[config.mk]
export PLATFORM = sky130hd
export DESIGN_NAME = record_parser_lcg_xor_decrypt
export DESIGN_NICKNAME = d
export VERILOG_FILES = /design/src/sv/rlx_pkg.sv /design/src/sv/rlx_core.sv /design/src/sv/rlx_outq.sv /design/src/sv/record_parser_lcg_xor_decrypt.sv
export SDC_FILE = /design/constraint.sdc
export NUM_CORES = 2
export LEC_CHECK = 0
export ABC_AREA = 1
export ABC_CLOCK_PERIOD_IN_PS = 8900
export BUFFER_PORTS_ARGS = -buffer_cell sky130_fd_sc_hd__buf_2
export CAP_MARGIN = 15
export CORE_MARGIN = 5
export CORE_UTILIZATION = 40
export DETAILED_ROUTE_END_ITERATION = 10
export GPL_TIMING_DRIVEN = 0
export PLACE_DENSITY = 0.69
export RECOVER_POWER = 25
export SLEW_MARGIN = 20
export SYNTH_ARGS = -nofsm -noshare
export SYNTH_HDL_FRONTEND = slang
export SYNTH_SLANG_ARGS = --single-unit
[constraint.sdc]
create_clock -name clk_i -period 8.9 [get_ports clk_i]
set_input_delay 1.335 -clock clk_i [delete_from_list [all_inputs] [get_ports clk_i]]
set_output_delay 1.335 -clock clk_i [all_outputs]
set_load 0.02 [all_outputs]
[src/sv/rlx_pkg.sv]
// shared types and constants for the record parser with lcg/xor decryption
// used by rlx_core, rlx_outq and record_parser_lcg_xor_decrypt; no dependencies
package rlx_pkg;

  localparam logic [31:0] LCG_MUL   = 32'h0019_660D;
  localparam logic [31:0] LCG_ADD   = 32'h3C6E_F35F;
  localparam logic [31:0] REC_MAGIC = 32'h4441_4742;

  localparam logic [4:0] HDR_BYTES = 5'd24;
  localparam logic [4:0] HDR_LAST  = 5'd23;

  localparam logic [15:0] MAX_NAME_LEN_RST  = 16'h0100;
  localparam logic [31:0] MAX_DATA_SIZE_RST = 32'h0100_0000;

  localparam int CFG_IDX_W  = 1;
  localparam int CFG_DATA_W = 32;

  typedef enum logic [CFG_IDX_W-1:0] {
    CFG_MAX_NAME_LEN  = 1'b0,
    CFG_MAX_DATA_SIZE = 1'b1
  } cfg_reg_e;

  typedef enum logic [1:0] {
    PH_HEADER = 2'd0,
    PH_NAME   = 2'd1,
    PH_DATA   = 2'd2
  } phase_e;

  typedef enum logic [1:0] {
    KIND_NAME   = 2'd0,
    KIND_DATA   = 2'd1,
    KIND_HEADER = 2'd2,
    KIND_ERROR  = 2'd3
  } kind_e;

  typedef enum logic [2:0] {
    ERR_NONE      = 3'd0,
    ERR_MAGIC     = 3'd1,
    ERR_NAME_LEN  = 3'd2,
    ERR_DATA_SIZE = 3'd3,
    ERR_UNPACKED  = 3'd4
  } err_e;

  typedef struct packed {
    kind_e       kind;
    logic [7:0]  value;
    err_e        error_code;
    logic        last;
    logic        compressed;
    logic [15:0] name_len;
    logic [31:0] stored_size;
    logic [31:0] unpacked_size;
    logic [15:0] data_kind;
  } result_t;

  localparam result_t RESULT_NONE = '{
    kind:          KIND_NAME,
    value:         8'h00,
    error_code:    ERR_NONE,
    last:          1'b0,
    compressed:    1'b0,
    name_len:      16'h0000,
    stored_size:   32'h0000_0000,
    unpacked_size: 32'h0000_0000,
    data_kind:     16'h0000
  };

endpackage

[src/sv/rlx_core.sv]
// record state machine: header capture, checks and keystream decryption
// one byte per fire, up to two results; depends on rlx_pkg
module rlx_core (
  input  logic             clk_i,
  input  logic             rst_ni,
  input  logic             fire_i,
  input  logic [7:0]       byte_i,
  input  logic [15:0]      max_name_len_i,
  input  logic [31:0]      max_data_size_i,
  output logic [1:0]       res_cnt_o,
  output rlx_pkg::result_t res0_o,
  output rlx_pkg::result_t res1_o
);
  import rlx_pkg::*;

  phase_e      phase_q, phase_d;
  logic [4:0]  hdr_cnt_q, hdr_cnt_d;
  logic [31:0] magic_q, magic_d;
  logic [15:0] name_len_q, name_len_d;
  logic [15:0] type_q, type_d;
  logic [15:0] comp_q, comp_d;
  logic [31:0] dsize_q, dsize_d;
  logic [31:0] unpacked_q, unpacked_d;
  logic [31:0] key_q, key_d;
  logic [1:0]  lane_q, lane_d;
  logic [31:0] remaining_q, remaining_d;

  logic [31:0] key_step;
  logic [31:0] key_n;
  logic [7:0]  crypt_val;
  logic [31:0] rem_dec;

  // key advances at the start of each group of four bytes
  assign key_step  = key_q * LCG_MUL + LCG_ADD;
  assign key_n     = (lane_q == 2'd0) ? key_step : key_q;
  assign crypt_val = byte_i ^ key_n[{lane_q, 3'b000} +: 8];
  assign rem_dec   = remaining_q - 32'd1;

  always_comb begin
    logic [4:0] p;
    logic       do_enter;
    phase_d     = phase_q;
    hdr_cnt_d   = hdr_cnt_q;
    magic_d     = magic_q;
    name_len_d  = name_len_q;
    type_d      = type_q;
    comp_d      = comp_q;
    dsize_d     = dsize_q;
    unpacked_d  = unpacked_q;
    key_d       = key_q;
    lane_d      = lane_q;
    remaining_d = remaining_q;
    res0_o      = RESULT_NONE;
    res1_o      = RESULT_NONE;
    res_cnt_o   = 2'd0;
    do_enter    = 1'b0;
    p           = (hdr_cnt_q >= HDR_BYTES) ? 5'd0 : hdr_cnt_q;

    case (phase_q)
      PH_NAME: begin
        key_d          = key_n;
        lane_d         = lane_q + 2'd1;
        remaining_d    = rem_dec;
        res0_o.kind    = KIND_NAME;
        res0_o.value   = crypt_val;
        res0_o.last    = (rem_dec == 32'd0);
        res_cnt_o      = 2'd1;
        do_enter       = (rem_dec == 32'd0);
      end
      PH_DATA: begin
        key_d          = key_n;
        lane_d         = lane_q + 2'd1;
        remaining_d    = rem_dec;
        res0_o.kind    = KIND_DATA;
        res0_o.value   = crypt_val;
        res0_o.last    = (rem_dec == 32'd0);
        res_cnt_o      = 2'd1;
        if (rem_dec == 32'd0) begin
          phase_d = PH_HEADER;
        end
      end
      default: begin
        phase_d = PH_HEADER;
        // little-endian header layout by byte offset
        if (p < 5'd4) begin
          magic_d[{p[1:0], 3'b000} +: 8] = byte_i;
        end else if (p == 5'd10 || p == 5'd11) begin
          name_len_d[{p[0], 3'b000} +: 8] = byte_i;
        end else if (p == 5'd12 || p == 5'd13) begin
          type_d[{p[0], 3'b000} +: 8] = byte_i;
        end else if (p == 5'd14 || p == 5'd15) begin
          comp_d[{p[0], 3'b000} +: 8] = byte_i;
        end else if (p >= 5'd16 && p < 5'd20) begin
          dsize_d[{p[1:0], 3'b000} +: 8] = byte_i;
        end else if (p >= 5'd20) begin
          unpacked_d[{p[1:0], 3'b000} +: 8] = byte_i;
        end

        if (p != HDR_LAST) begin
          hdr_cnt_d = p + 5'd1;
        end else begin
          hdr_cnt_d = 5'd0;
          res_cnt_o = 2'd1;
          if (magic_d != REC_MAGIC) begin
            res0_o.kind       = KIND_ERROR;
            res0_o.error_code = ERR_MAGIC;
          end else if (name_len_d > max_name_len_i) begin
            res0_o.kind       = KIND_ERROR;
            res0_o.error_code = ERR_NAME_LEN;
          end else begin
            res0_o.kind          = KIND_HEADER;
            res0_o.compressed    = (comp_d != 16'h0000);
            res0_o.name_len      = name_len_d;
            res0_o.stored_size   = dsize_d;
            res0_o.unpacked_size = unpacked_d;
            res0_o.data_kind     = type_d;
            if (name_len_d != 16'h0000) begin
              phase_d     = PH_NAME;
              remaining_d = {16'h0000, name_len_d};
              key_d       = dsize_d;
              lane_d      = 2'd0;
            end else begin
              do_enter = 1'b1;
            end
          end
        end
      end
    endcase

    // size checks ahead of the data section
    if (do_enter) begin
      if (dsize_d > max_data_size_i) begin
        res1_o.kind       = KIND_ERROR;
        res1_o.error_code = ERR_DATA_SIZE;
        res_cnt_o         = 2'd2;
        phase_d           = PH_HEADER;
      end else if (unpacked_d > max_data_size_i) begin
        res1_o.kind       = KIND_ERROR;
        res1_o.error_code = ERR_UNPACKED;
        res_cnt_o         = 2'd2;
        phase_d           = PH_HEADER;
      end else if (dsize_d == 32'd0) begin
        phase_d = PH_HEADER;
      end else begin
        phase_d     = PH_DATA;
        remaining_d = dsize_d;
        key_d       = {16'h0000, name_len_d};
        lane_d      = 2'd0;
      end
    end
  end

  always_ff @(posedge clk_i or negedge rst_ni) begin
    if (!rst_ni) begin
      phase_q   <= PH_HEADER;
      hdr_cnt_q <= 5'd0;
    end else if (fire_i) begin
      phase_q   <= phase_d;
      hdr_cnt_q <= hdr_cnt_d;
    end
  end

  always_ff @(posedge clk_i) begin
    if (fire_i) begin
      magic_q     <= magic_d;
      name_len_q  <= name_len_d;
      type_q      <= type_d;
      comp_q      <= comp_d;
      dsize_q     <= dsize_d;
      unpacked_q  <= unpacked_d;
      key_q       <= key_d;
      lane_q      <= lane_d;
      remaining_q <= remaining_d;
    end
  end

  a_hdr_cnt_range: assert property (@(posedge clk_i) disable iff (!rst_ni)
    hdr_cnt_q < HDR_BYTES)
    else $error("header byte counter out of range");

  a_res_cnt_range: assert property (@(posedge clk_i) disable iff (!rst_ni)
    res_cnt_o != 2'd3)
    else $error("more than two results for one byte");

  a_second_is_error: assert property (@(posedge clk_i) disable iff (!rst_ni)
    res_cnt_o == 2'd2 |-> res1_o.kind == KIND_ERROR && res1_o.error_code != ERR_NONE)
    else $error("second result of a byte is not a size error");

endmodule

[src/sv/rlx_outq.sv]
// two-entry result queue in fixed registers, takes up to two results a cycle
// head register drives the output channel; depends on rlx_pkg
module rlx_outq (
  input  logic             clk_i,
  input  logic             rst_ni,
  input  logic [1:0]       push_cnt_i,
  input  rlx_pkg::result_t res0_i,
  input  rlx_pkg::result_t res1_i,
  input  logic             pop_i,
  output rlx_pkg::result_t head_o,
  output logic [1:0]       cnt_o
);
  import rlx_pkg::*;

  result_t    slot0_q, slot0_d;
  result_t    slot1_q, slot1_d;
  logic [1:0] cnt_q, cnt_d;
  logic [1:0] cnt_p;

  always_comb begin
    cnt_p = cnt_q - {1'b0, pop_i};
    if (cnt_p == 2'd0) begin
      slot0_d = res0_i;
      slot1_d = res1_i;
    end else if (cnt_p == 2'd1) begin
      slot0_d = pop_i ? slot1_q : slot0_q;
      slot1_d = res0_i;
    end else begin
      slot0_d = slot0_q;
      slot1_d = slot1_q;
    end
    cnt_d = cnt_p + push_cnt_i;
  end

  always_ff @(posedge clk_i or negedge rst_ni) begin
    if (!rst_ni) begin
      cnt_q <= 2'd0;
    end else begin
      cnt_q <= cnt_d;
    end
  end

  always_ff @(posedge clk_i) begin
    slot0_q <= slot0_d;
    slot1_q <= slot1_d;
  end

  assign head_o = slot0_q;
  assign cnt_o  = cnt_q;

  a_cnt_range: assert property (@(posedge clk_i) disable iff (!rst_ni)
    cnt_q != 2'd3)
    else $error("result queue count out of range");

  a_no_overflow: assert property (@(posedge clk_i) disable iff (!rst_ni)
    (cnt_q - {1'b0, pop_i}) + push_cnt_i <= 2'd2 && push_cnt_i != 2'd3)
    else $error("result queue overflow");

  a_drain: assert property (@(posedge clk_i) disable iff (!rst_ni)
    pop_i && push_cnt_i == 2'd0 |=> cnt_q == $past(cnt_q) - 2'd1)
    else $error("result queue count did not drop on pop");

endmodule

[src/sv/record_parser_lcg_xor_decrypt.sv]
// Record parser with lcg/xor stream decryption. Raw record bytes enter one per cycle
// through an input register; a single combinational pass over the record state then
// produces zero, one or two result transactions into a two-entry output queue. The
// block sustains one byte per cycle; the last header byte or the last name byte can
// yield two transactions (report or name byte plus a size error), and the output
// side moves one transaction per cycle while out_stall_i is low, so input stalls
// only while the queue, after this cycle's output transaction, has no room for all
// results of the held byte. Results reach the outputs from the queue head register.
// top level; depends on rlx_pkg, rlx_core and rlx_outq
module record_parser_lcg_xor_decrypt (
  input  logic                           clk_i,
  input  logic                           rst_ni,
  // byte stream in
  input  logic                           in_valid_i,
  output logic                           in_stall_o,
  input  logic [7:0]                     in_byte_i,
  // results out
  output logic                           out_valid_o,
  input  logic                           out_stall_i,
  output logic [1:0]                     kind_o,
  output logic [7:0]                     value_o,
  output logic [2:0]                     error_code_o,
  output logic                           last_o,
  output logic                           compressed_o,
  output logic [15:0]                    name_length_out_o,
  output logic [31:0]                    data_size_out_o,
  output logic [31:0]                    unpacked_size_o,
  output logic [15:0]                    data_kind_o,
  // register writes
  input  logic                           cfg_valid_i,
  output logic                           cfg_ready_o,
  input  logic [rlx_pkg::CFG_IDX_W-1:0]  cfg_index_i,
  input  logic [rlx_pkg::CFG_DATA_W-1:0] cfg_data_i
);
  import rlx_pkg::*;

  logic        in_valid_q, in_valid_d;
  logic [7:0]  in_byte_q;
  logic [15:0] max_name_len_q;
  logic [31:0] max_data_size_q;

  logic        fire;
  logic        pop;
  logic        in_accept;
  logic [1:0]  res_cnt;
  logic [1:0]  q_cnt;
  logic [2:0]  q_need;
  result_t     res0, res1, head;

  assign cfg_ready_o = 1'b1;

  always_ff @(posedge clk_i or negedge rst_ni) begin
    if (!rst_ni) begin
      max_name_len_q  <= MAX_NAME_LEN_RST;
      max_data_size_q <= MAX_DATA_SIZE_RST;
    end else if (cfg_valid_i && cfg_ready_o) begin
      case (cfg_reg_e'(cfg_index_i))
        CFG_MAX_NAME_LEN:  max_name_len_q  <= cfg_data_i[15:0];
        CFG_MAX_DATA_SIZE: max_data_size_q <= cfg_data_i;
        default: ;
      endcase
    end
  end

  // process the held byte when the queue has room for its results
  assign pop    = (q_cnt != 2'd0) && !out_stall_i;
  assign q_need = {1'b0, q_cnt} - {2'b00, pop} + {1'b0, res_cnt};
  assign fire   = in_valid_q && (q_need <= 3'd2);

  assign in_stall_o = in_valid_q && !fire;
  assign in_accept  = in_valid_i && !in_stall_o;

  always_comb begin
    in_valid_d = in_valid_q;
    if (in_accept) begin
      in_valid_d = 1'b1;
    end else if (fire) begin
      in_valid_d = 1'b0;
    end
  end

  always_ff @(posedge clk_i or negedge rst_ni) begin
    if (!rst_ni) begin
      in_valid_q <= 1'b0;
    end else begin
      in_valid_q <= in_valid_d;
    end
  end

  always_ff @(posedge clk_i) begin
    if (in_accept) begin
      in_byte_q <= in_byte_i;
    end
  end

  rlx_core u_core (
    .clk_i           (clk_i),
    .rst_ni          (rst_ni),
    .fire_i          (fire),
    .byte_i          (in_byte_q),
    .max_name_len_i  (max_name_len_q),
    .max_data_size_i (max_data_size_q),
    .res_cnt_o       (res_cnt),
    .res0_o          (res0),
    .res1_o          (res1)
  );

  rlx_outq u_outq (
    .clk_i      (clk_i),
    .rst_ni     (rst_ni),
    .push_cnt_i (fire ? res_cnt : 2'd0),
    .res0_i     (res0),
    .res1_i     (res1),
    .pop_i      (pop),
    .head_o     (head),
    .cnt_o      (q_cnt)
  );

  assign out_valid_o       = (q_cnt != 2'd0);
  assign kind_o            = head.kind;
  assign value_o           = head.value;
  assign error_code_o      = head.error_code;
  assign last_o            = head.last;
  assign compressed_o      = head.compressed;
  assign name_length_out_o = head.name_len;
  assign data_size_out_o   = head.stored_size;
  assign unpacked_size_o   = head.unpacked_size;
  assign data_kind_o       = head.data_kind;

  a_fire_needs_item: assert property (@(posedge clk_i) disable iff (!rst_ni)
    fire |-> in_valid_q)
    else $error("processing without a held byte");

  a_held_byte_kept: assert property (@(posedge clk_i) disable iff (!rst_ni)
    in_valid_q && !fire |=> in_valid_q && $stable(in_byte_q))
    else $error("held byte lost while waiting for queue room");

  a_empty_queue_fires: assert property (@(posedge clk_i) disable iff (!rst_ni)
    in_valid_q && q_cnt == 2'd0 |-> fire)
    else $error("stalled with an empty result queue");

endmodule
### Word level (Yosys, flattened, before mapping)

Cells that the tools add are included.

* bits in read-only memories: 0
* RAM bits: 0
* memories: 0
* word-level logic and storage cells: 213
* bits in registers: 498
* latch bits: 0

* add/sub/neg operators: 10
* shifts and indexed selects: 5
* muxes and demuxes: 111
* bitwise logic cells: 3
* divide/modulo/power cells: 0
* equal/unequal tests: 13
* order comparisons: 9
* reduce and logical (&&, ||, !) cells: 27
* multiply operators: 1

Operators by type and width (count)
* $mux 32: 34
* $mux 111: 5
* $mux 97: 4
* $mux 16: 12
* $bwmux 32: 3
* $gt 32x32->1: 2
* $logic_not 32->1: 2
* $mux 2: 28
* $bwmux 16: 3
* $add 32x30->32 const B: 1
* $mul 32x21->32 const B: 1
* $ne 32x31->1 const B: 1
* $reduce_bool 16->1: 2
* $shift 8x7->32 const A: 1
* $shiftx 32x6->8: 1
* $shiftx 8x7->32: 1
* $sub 32x1->32 const B: 1
* $eq 5x4->1 const B: 6
* $mux 3: 6
* $gt 16x16->1: 1
* $shift 8x6->16 const A: 1
* $shiftx 8x6->16: 1
* $ge 5x5->1 const B: 3
* $mux 1: 10
* other kinds (30): 49

### Logic depth before layout (Yosys ltp)

* depth in word-level cells: 24
* gate-level depth with buffers: 44

### Modules after synthesis

A second synthesis with hierarchy kept.

* cells, all modules: 4621
* area total of the unflattened synthesis: 37916.4 um^2

Modules (own cells, without submodules)
* rlx_core: area an instance 25484.4 um^2, seq. area each 6481.2 um^2, instances 1, cells each 3405
* rlx_outq: area an instance 10123.5 um^2, seq. area each 6716.4 um^2, instances 1, cells each 986
* record_parser_lcg_xor_decrypt: area an instance 2308.5 um^2, seq. area each 1468.9 um^2, instances 1, cells each 230

### Worst setup path before layout

No wires, ideal clock.

* path type: register to register
* from: register u_core.hdr_cnt_q[3]
* to: register u_core.hdr_cnt_q[3]
* arrival: 8.574 ns
* library setup time: 0.136 ns
* setup slack: 0.190 ns
* cell stages (with the launch flop): 38
* data required time: 8.764 ns
* buffers on the path: 2
* cells stage by stage: dfrtp_1 ha_1 inv_2 nand2_1 buf_2 ha_1 inv_1 nand2_1 nand3_1 nand2_1 nor2_1 nand2_1 nor3_1 clkbuf_1 o21ai_0 nand2_1 o21ai_0 ha_1 [... 2 more ...] nand3_1 nor3_1 nand2_1 o21ai_0 nand2_1 inv_1 o22ai_1 inv_1 ha_1 inv_1 fa_1 xor2_1 o21a_1 nand2_1 nor2_1 inv_1 a21oi_1 a22oi_1

* word-level cells in the longest chain between the ends: 20
* elaborated cells between the ends (all ways): 66

RTL lines
* start, declared: RTL line rlx_core.sv:17 `logic [4:0] hdr_cnt_q, hdr_cnt_d;`
* start signal, assigned: RTL line rlx_core.sv:159 `hdr_cnt_q <= hdr_cnt_d;`
* $ge 5x5->1: RTL line rlx_core.sv:57 `p = (hdr_cnt_q >= HDR_BYTES) ? 5'd0 : hdr_cnt_q;`
* $mux 5 *: RTL line rlx_core.sv:57
* $neg 5->7: RTL line rlx_core.sv:96 `unpacked_d[{p[1:0], 3'b000} +: 8] = byte_i;`
* $shiftx 8x7->32 / $shift 8x7->32 (equally long branches): RTL line rlx_core.sv:96
* $bwmux 32: RTL line rlx_core.sv:96
* $mux 32: RTL line rlx_core.sv:95 `end else if (p >= 5'd20) begin`
* $mux 32: RTL line rlx_core.sv:93 `end else if (p >= 5'd16 && p < 5'd20) begin`
* $mux 32: RTL line rlx_core.sv:91 `end else if (p == 5'd14 || p == 5'd15) begin`
* [... 4 more ...]
* via u_core.unpacked_d[31]: RTL line rlx_core.sv:23 `logic [31:0] unpacked_q, unpacked_d;`
* $gt 32x32->1 *: RTL line rlx_core.sv:137 `end else if (unpacked_d > max_data_size_i) begin`
* $mux 2 *: RTL line rlx_core.sv:137
* $mux 2 *: RTL line rlx_core.sv:132 `if (dsize_d > max_data_size_i) begin`
* $mux 2 *: RTL line rlx_core.sv:131 `if (do_enter) begin`
* $add 3x2->3 *: RTL line record_parser_lcg_xor_decrypt.sv:67 `assign q_need = {1'b0, q_cnt} - {2'b00, pop} + {1'b0, res_cnt};`
* $le 3x2->1 *: RTL line record_parser_lcg_xor_decrypt.sv:68 `assign fire = in_valid_q && (q_need <= 3'd2);`
* $logic_and 1x1->1 *: RTL line record_parser_lcg_xor_decrypt.sv:68
* $reduce_and 2->1 (no source line) *

Mark *: on every way through the listed nets, which the timed path passes. The rest lies on a longest branch. The select of a mux whose other input is x is not followed.
A chain may end at the register's enable or synchronous reset.

### Worst setup path after layout

* from: register u_core.hdr_cnt_q[4]
* to: output in_stall_o

* elaborated cells between the ends (all ways): 65

RTL lines
* $ge 5x5->1: RTL line rlx_core.sv:57
* $mux 5 *: RTL line rlx_core.sv:57
* $neg 5->7: RTL line rlx_core.sv:94 `dsize_d[{p[1:0], 3'b000} +: 8] = byte_i;`
* $shiftx 8x7->32 / $shift 8x7->32 (equally long branches): RTL line rlx_core.sv:94
* $bwmux 32: RTL line rlx_core.sv:94
* $mux 32: RTL line rlx_core.sv:93
* $mux 32: RTL line rlx_core.sv:91
* $mux 32: RTL line rlx_core.sv:89 `end else if (p == 5'd12 || p == 5'd13) begin`
* [... 3 more ...]
* via u_core.dsize_d[19]: RTL line rlx_core.sv:22 `logic [31:0] dsize_q, dsize_d;`
* $gt 32x32->1 *: RTL line rlx_core.sv:132
* $mux 2 *: RTL line rlx_core.sv:132
* $mux 2 *: RTL line rlx_core.sv:131
* $add 3x2->3 *: RTL line record_parser_lcg_xor_decrypt.sv:67
* $le 3x2->1 *: RTL line record_parser_lcg_xor_decrypt.sv:68
* $logic_and 1x1->1 *: RTL line record_parser_lcg_xor_decrypt.sv:68
* $logic_not 1->1 *: RTL line record_parser_lcg_xor_decrypt.sv:70 `assign in_stall_o = in_valid_q && !fire;`
* $logic_and 1x1->1 *: RTL line record_parser_lcg_xor_decrypt.sv:70
* end, declared: RTL line record_parser_lcg_xor_decrypt.sv:15 `output logic in_stall_o,`

Marks and branches as above.

==> results.md <==
Synthesis:
- The number of different library cells in the post-synthesis netlist is between 50 and 60.
- The simple-gate share of the synthesized area is roughly 17%.
- The mapped netlist covers 0.0342 sq mm.
- The fraction of synthesized cell area in xor and xnor cells is under 10%.
- Yosys attributes the largest share of cell area to sky130_fd_sc_hd__edfxtp_1 29%, sky130_fd_sc_hd__ha_1 9.3%, sky130_fd_sc_hd__nand2_1 8.5%, sky130_fd_sc_hd__inv_1 8.3%, sky130_fd_sc_hd__fa_1 8.2%.
- Synthesis produced a netlist with a net count of approximately 4,600.
- The number of synthesized flops with an enable pin is 334.
- The most used flip-flop cell after synthesis is sky130_fd_sc_hd__edfxtp_1.
- The count of warnings emitted by yosys is 0.
- By area, the combinational part of the netlist is dominated by adder cells.
- The number of cells produced by synthesis is between 4,000 and 5,000.
- For this run, the register share of the synthesized area comes to 39.8%.
- Measured against the total synthesized area, the mux share comes to less than 1%.
- Summing the areas of all compound-gate instances in the mapped netlist gives 13.4% of the synthesized area.
- The top cell type by area accounts for between 20% and 30% of the synthesized area.
- The biggest area contributor in the post-synthesis netlist is sky130_fd_sc_hd__edfxtp_1.
- The share of synthesized flip-flops with an asynchronous set or reset is 11.6%.
- The fraction of the mapped netlist area in adder cells is around 17%.
- The synthesized flop and latch total is 498.
- The average footprint of a synthesized cell is 8.27 sq um.

Floorplan:
- The number of standard-cell rows in the floorplan is about 110.
- The top-level port count is 160.
- The area inside the core boundary is 0.0850 sq mm.
- Once the floorplan was initialized, standard cells occupied about two fifths of the core.
- The floorplan step defined a die boundary enclosing 0.0914 sq mm.
- The die is 302 um tall.
- The floorplan step set the die width to 302 um.

Setup path:
- The class of the most critical setup path is reg2out.
- For this design, the slowest cell found on the critical path is sky130_fd_sc_hd__fa_1.
- The launching element type of the critical path is a register.
- Of all nets on the critical path, the largest fanout is 11.
- The type of destination of the critical path is an output pin.
- The setup check on the worst reg-to-reg path leaves a slack of 1.10 ns.
- The largest stage delay on the critical path is between 0.4 and 0.5 ns.
- The data arrival time of the worst path is 7.17 ns.
- The most frequent cell on the critical path is sky130_fd_sc_hd__nand2_1.
- STA puts the critical path data required time at 7.57 ns.

Worst hold path:
- The class of the tightest hold or removal check is reg2reg.

Global route:
- The total grt overflow is 0.
- Entering global routing, the biggest net connects ~90 pins.
- The global-route wire length before repair is 185,000 um.
- The global-route usage over all layers is 26.9%.
- The number of global-route vias before repair is between 20,000 and 30,000.
- The number of antenna violations at the first check in global routing came to 2.

Cells and area:
- The sequential cells in the finished layout cover a total of 0.0136 sq mm.
- Counting the fill cells in the layout gives 8,414.
- The final core utilization is 45.7%.
- The fraction of final layout cells with drive strength greater than 1 is 6.84%.
- Once layout is done, the placed cells without fillers occupy 0.0388 sq mm.
- The filler-free cell count of the finished design is 5,560.
- The area of the multi-input gates is 0.0173 sq mm.
- The final layout net count is 4,807.
- Compared with the post-synthesis result, the final layout area differs by 13.6%.

Timing:
- The period utilization is 95.6%.
- The number of pins with negative max-slew slack in the final report is 64.
- Setup violations remaining at the end of the flow were counted as 0.
- The shortest period the worst path allows is 8.50 ns.
- The timing-limited maximum frequency is 0.118 GHz.
- The total count of hold-check failures in the final report is 0.
- The clock arrives with 0.0278 ns of skew.
- The smallest hold slack is 0.471 ns.
- The transition at the pin with the smallest max-transition slack is 2.59 ns.
- The worst-case headroom to the max-slew limit is -72.8%.

Pwr:
- The cell leakage power is roughly 17 nW.
- The cell area power density is 320 mW/mm^2.
- The post-layout total power is between 10 and 15 mW.
- The worst-case IR drop observed on VDD is 0.000359 V.

Clocking:
- Clock-pin slew was measured on the worst setup and hold paths at 0.07 ns.
- TritonCTS built the clock tree.
- The number of sinks driven by the clock tree is 498.
- The clock passes through at most 3 buffers.
- The deepest level of the CTS H-tree is 2.
- The clock latency at the later pin of the worst-skew pair is about 0.65 ns.
- The total clock buffers created by CTS is 55.
- The tree is rooted in a sky130_fd_sc_hd__clkbuf_16.

Placement:
- The number of port buffers is 158.
- The last weighted congestion value of the routability-driven placer is around 1.0.
- The cell count after placement is approximately 5,400.
- Detailed placement finished with a half-perimeter wire length of 101,000 um.
- In this run the cell area measured after placement is roughly 0.037 sq mm.

Job:
- The max-capacitance violation count is 2.

Run status:
- The checks that failed: capacitance limit, slew limit.
- The flow ran to the end, but the final reports show violations.

Routing:
- The total number of vias is 30,699.
- The first detailed-routing pass took 7 iterations.
- The number of DRC markers in iteration 0 is 3,880.
- Dividing the detail-routed via count by the number of cells gives 5.52.
- For this block, the routed nets add up to between 100,000 and 150,000 um of wire.
- The detail route stage leaves a number of antenna-violating nets equal to 0.
- The routed wirelength normalized by instance count is about 23 um.
- In the routed design, unresolved DRC markers number 0.
==> synthesized netlist by cell type (27+ instances only) <==
cell,count
sky130_fd_sc_hd__nor3_1,41
sky130_fd_sc_hd__edfxtp_1,334
sky130_fd_sc_hd__nor2_1,245
sky130_fd_sc_hd__dfrtp_1,56
sky130_fd_sc_hd__a21oi_1,321
sky130_fd_sc_hd__nand2_1,778
sky130_fd_sc_hd__nand4_1,46
sky130_fd_sc_hd__nand3_1,218
sky130_fd_sc_hd__xnor2_1,30
sky130_fd_sc_hd__buf_1,28
sky130_fd_sc_hd__inv_1,757
sky130_fd_sc_hd__clkbuf_1,98
sky130_fd_sc_hd__dfxtp_1,106
sky130_fd_sc_hd__o21ai_0,359
sky130_fd_sc_hd__fa_1,140
sky130_fd_sc_hd__o21ai_1,57
sky130_fd_sc_hd__o21a_1,27
sky130_fd_sc_hd__ha_1,254
==> cells by family after synthesis <==
family,after synthesis
adder cells (fa/ha/maj),394
XOR/XNOR,55
AO/OA/AOI/OAI,854
buffers and inverters,932
multiplexers,3
flip-flops,498
other,1
AND/OR/NAND/NOR,1398
==> per-stage QoR <==
stage	TNS (ns)	setup slack (ns)
after floorplan	0	0.190
after global placement	-819.35	-4.01
after detailed placement	-2.45	-0.232
after CTS	0	0.0229
after global routing	-0.00573	-0.00573
final	0	0.395
==> sequential cells by signal, indices dropped and copies added (netlist names) <==
| name | count |
|---|---|
| u_core.remaining_q | 32 |
| u_core.hdr_cnt_q | 5 |
| u_core.type_q | 16 |
| u_core.phase_q | 2 |
| max_name_len_q | 16 |
| u_core.lane_q | 2 |
| u_outq.slot1_q | 111 |
| u_core.comp_q | 16 |
| in_valid_q | 1 |
| u_core.name_len_q | 16 |
| u_core.unpacked_q | 32 |
| max_data_size_q | 32 |
| u_core.magic_q | 32 |
| u_outq.head_o | 111 |
| u_outq.cnt_o | 2 |
| u_core.dsize_q | 32 |
| u_core.key_q | 32 |
| in_byte_q | 8 |
==> critical path, delay by kind of cell, from the launching register on <==
family,cells,cell delay (ns)
and+or+nand+nor,14,1.68
adders and majority gates,5,1.47
buffers and inverters,11,1.40
AOI/OAI and AO/OA,7,1.38
DFF,1,0.42
xor gates and xnor gates,1,0.17
==> power breakdown <==
part	switching (mW)	internal (mW)	total (mW)	leakage (nW)
logic	4.50	1.32	5.81	11.7
clock network	1.07	1.46	2.53	0.976
registers	0.334	3.75	4.09	4.55
==> cells in the final DEF (no fill, tap or decap), types with 7 or more instances in the layout <==
cell type	instances
sky130_fd_sc_hd__nand2_1	773
sky130_fd_sc_hd__inv_1	753
sky130_fd_sc_hd__o21ai_0	348
sky130_fd_sc_hd__edfxtp_1	334
sky130_fd_sc_hd__a21oi_1	319
sky130_fd_sc_hd__ha_1	253
sky130_fd_sc_hd__nor2_1	239
sky130_fd_sc_hd__nand3_1	218
sky130_fd_sc_hd__clkbuf_1	214
sky130_fd_sc_hd__fa_1	140
sky130_fd_sc_hd__dfxtp_1	106
sky130_fd_sc_hd__buf_2	66
sky130_fd_sc_hd__clkbuf_16	59
sky130_fd_sc_hd__dfrtp_1	56
sky130_fd_sc_hd__nand4_1	46
sky130_fd_sc_hd__o21ai_1	45
sky130_fd_sc_hd__nor3_1	38
sky130_fd_sc_hd__xnor2_1	30
sky130_fd_sc_hd__o32ai_1	26
sky130_fd_sc_hd__xor2_1	25
sky130_fd_sc_hd__buf_1	25
sky130_fd_sc_hd__o21a_1	24
sky130_fd_sc_hd__or2_2	21
sky130_fd_sc_hd__nor4_1	19
sky130_fd_sc_hd__buf_4	15
sky130_fd_sc_hd__inv_2	13
sky130_fd_sc_hd__o21ai_2	13
sky130_fd_sc_hd__o21ai_4	11
sky130_fd_sc_hd__clkinv_1	10
sky130_fd_sc_hd__o211ai_1	10
sky130_fd_sc_hd__nor2_2	9
sky130_fd_sc_hd__nand2_2	9
sky130_fd_sc_hd__o22ai_1	9
sky130_fd_sc_hd__a31oi_1	9
sky130_fd_sc_hd__clkinv_2	9
sky130_fd_sc_hd__nor2_4	8
sky130_fd_sc_hd__clkbuf_2	7
sky130_fd_sc_hd__bufinv_16	7
==> timing repair <==
item,4_1_cts,5_1_grt
cloned,0,0
setup buffers,1,6
hold buffers,0,0
setup endpoints to repair,118,1
pin swaps,1,4
resized for setup,22,66
==> cell type report <==
type	instances	share of cell area (%)
diodes	2	0.0129
multi-input cells	2705	44.5
clock inverters	36	1.18
clock buffers	68	3.99
plain buffers	159	1.76
repair buffers	175	2.34
well taps	1144	3.68
flip-flops and latches	498	35.0
inverters	773	7.49
==> routing by layer <==
metal	vias to the layer above	part of all wire, %	track usage [%]
li1	14065	-	-
met1	14547	39	35.5
met2	1701	44	42.5
met3	386	11	6.29
met4	0	5.6	12.0
met5	-	0	0
==> path summary, 6_finish.rpt <==
path | startpoint | depth (start not counted) | to
max | u_core.hdr_cnt_q[4] | 38 | in_stall_o
min | u_outq.slot1_q[104] | 2 | u_outq.slot1_q[104]
max reg2reg | u_core.hdr_cnt_q[4] | 39 | u_core.magic_q[23]
min reg2reg | u_outq.slot1_q[104] | 2 | u_outq.slot1_q[104]
max in group asynchronous | rst_ni | 2 | max_name_len_q[0]
min in group asynchronous | rst_ni | 1 | u_core.hdr_cnt_q[1]
Note: power is estimated with default switching activity, not from simulation.
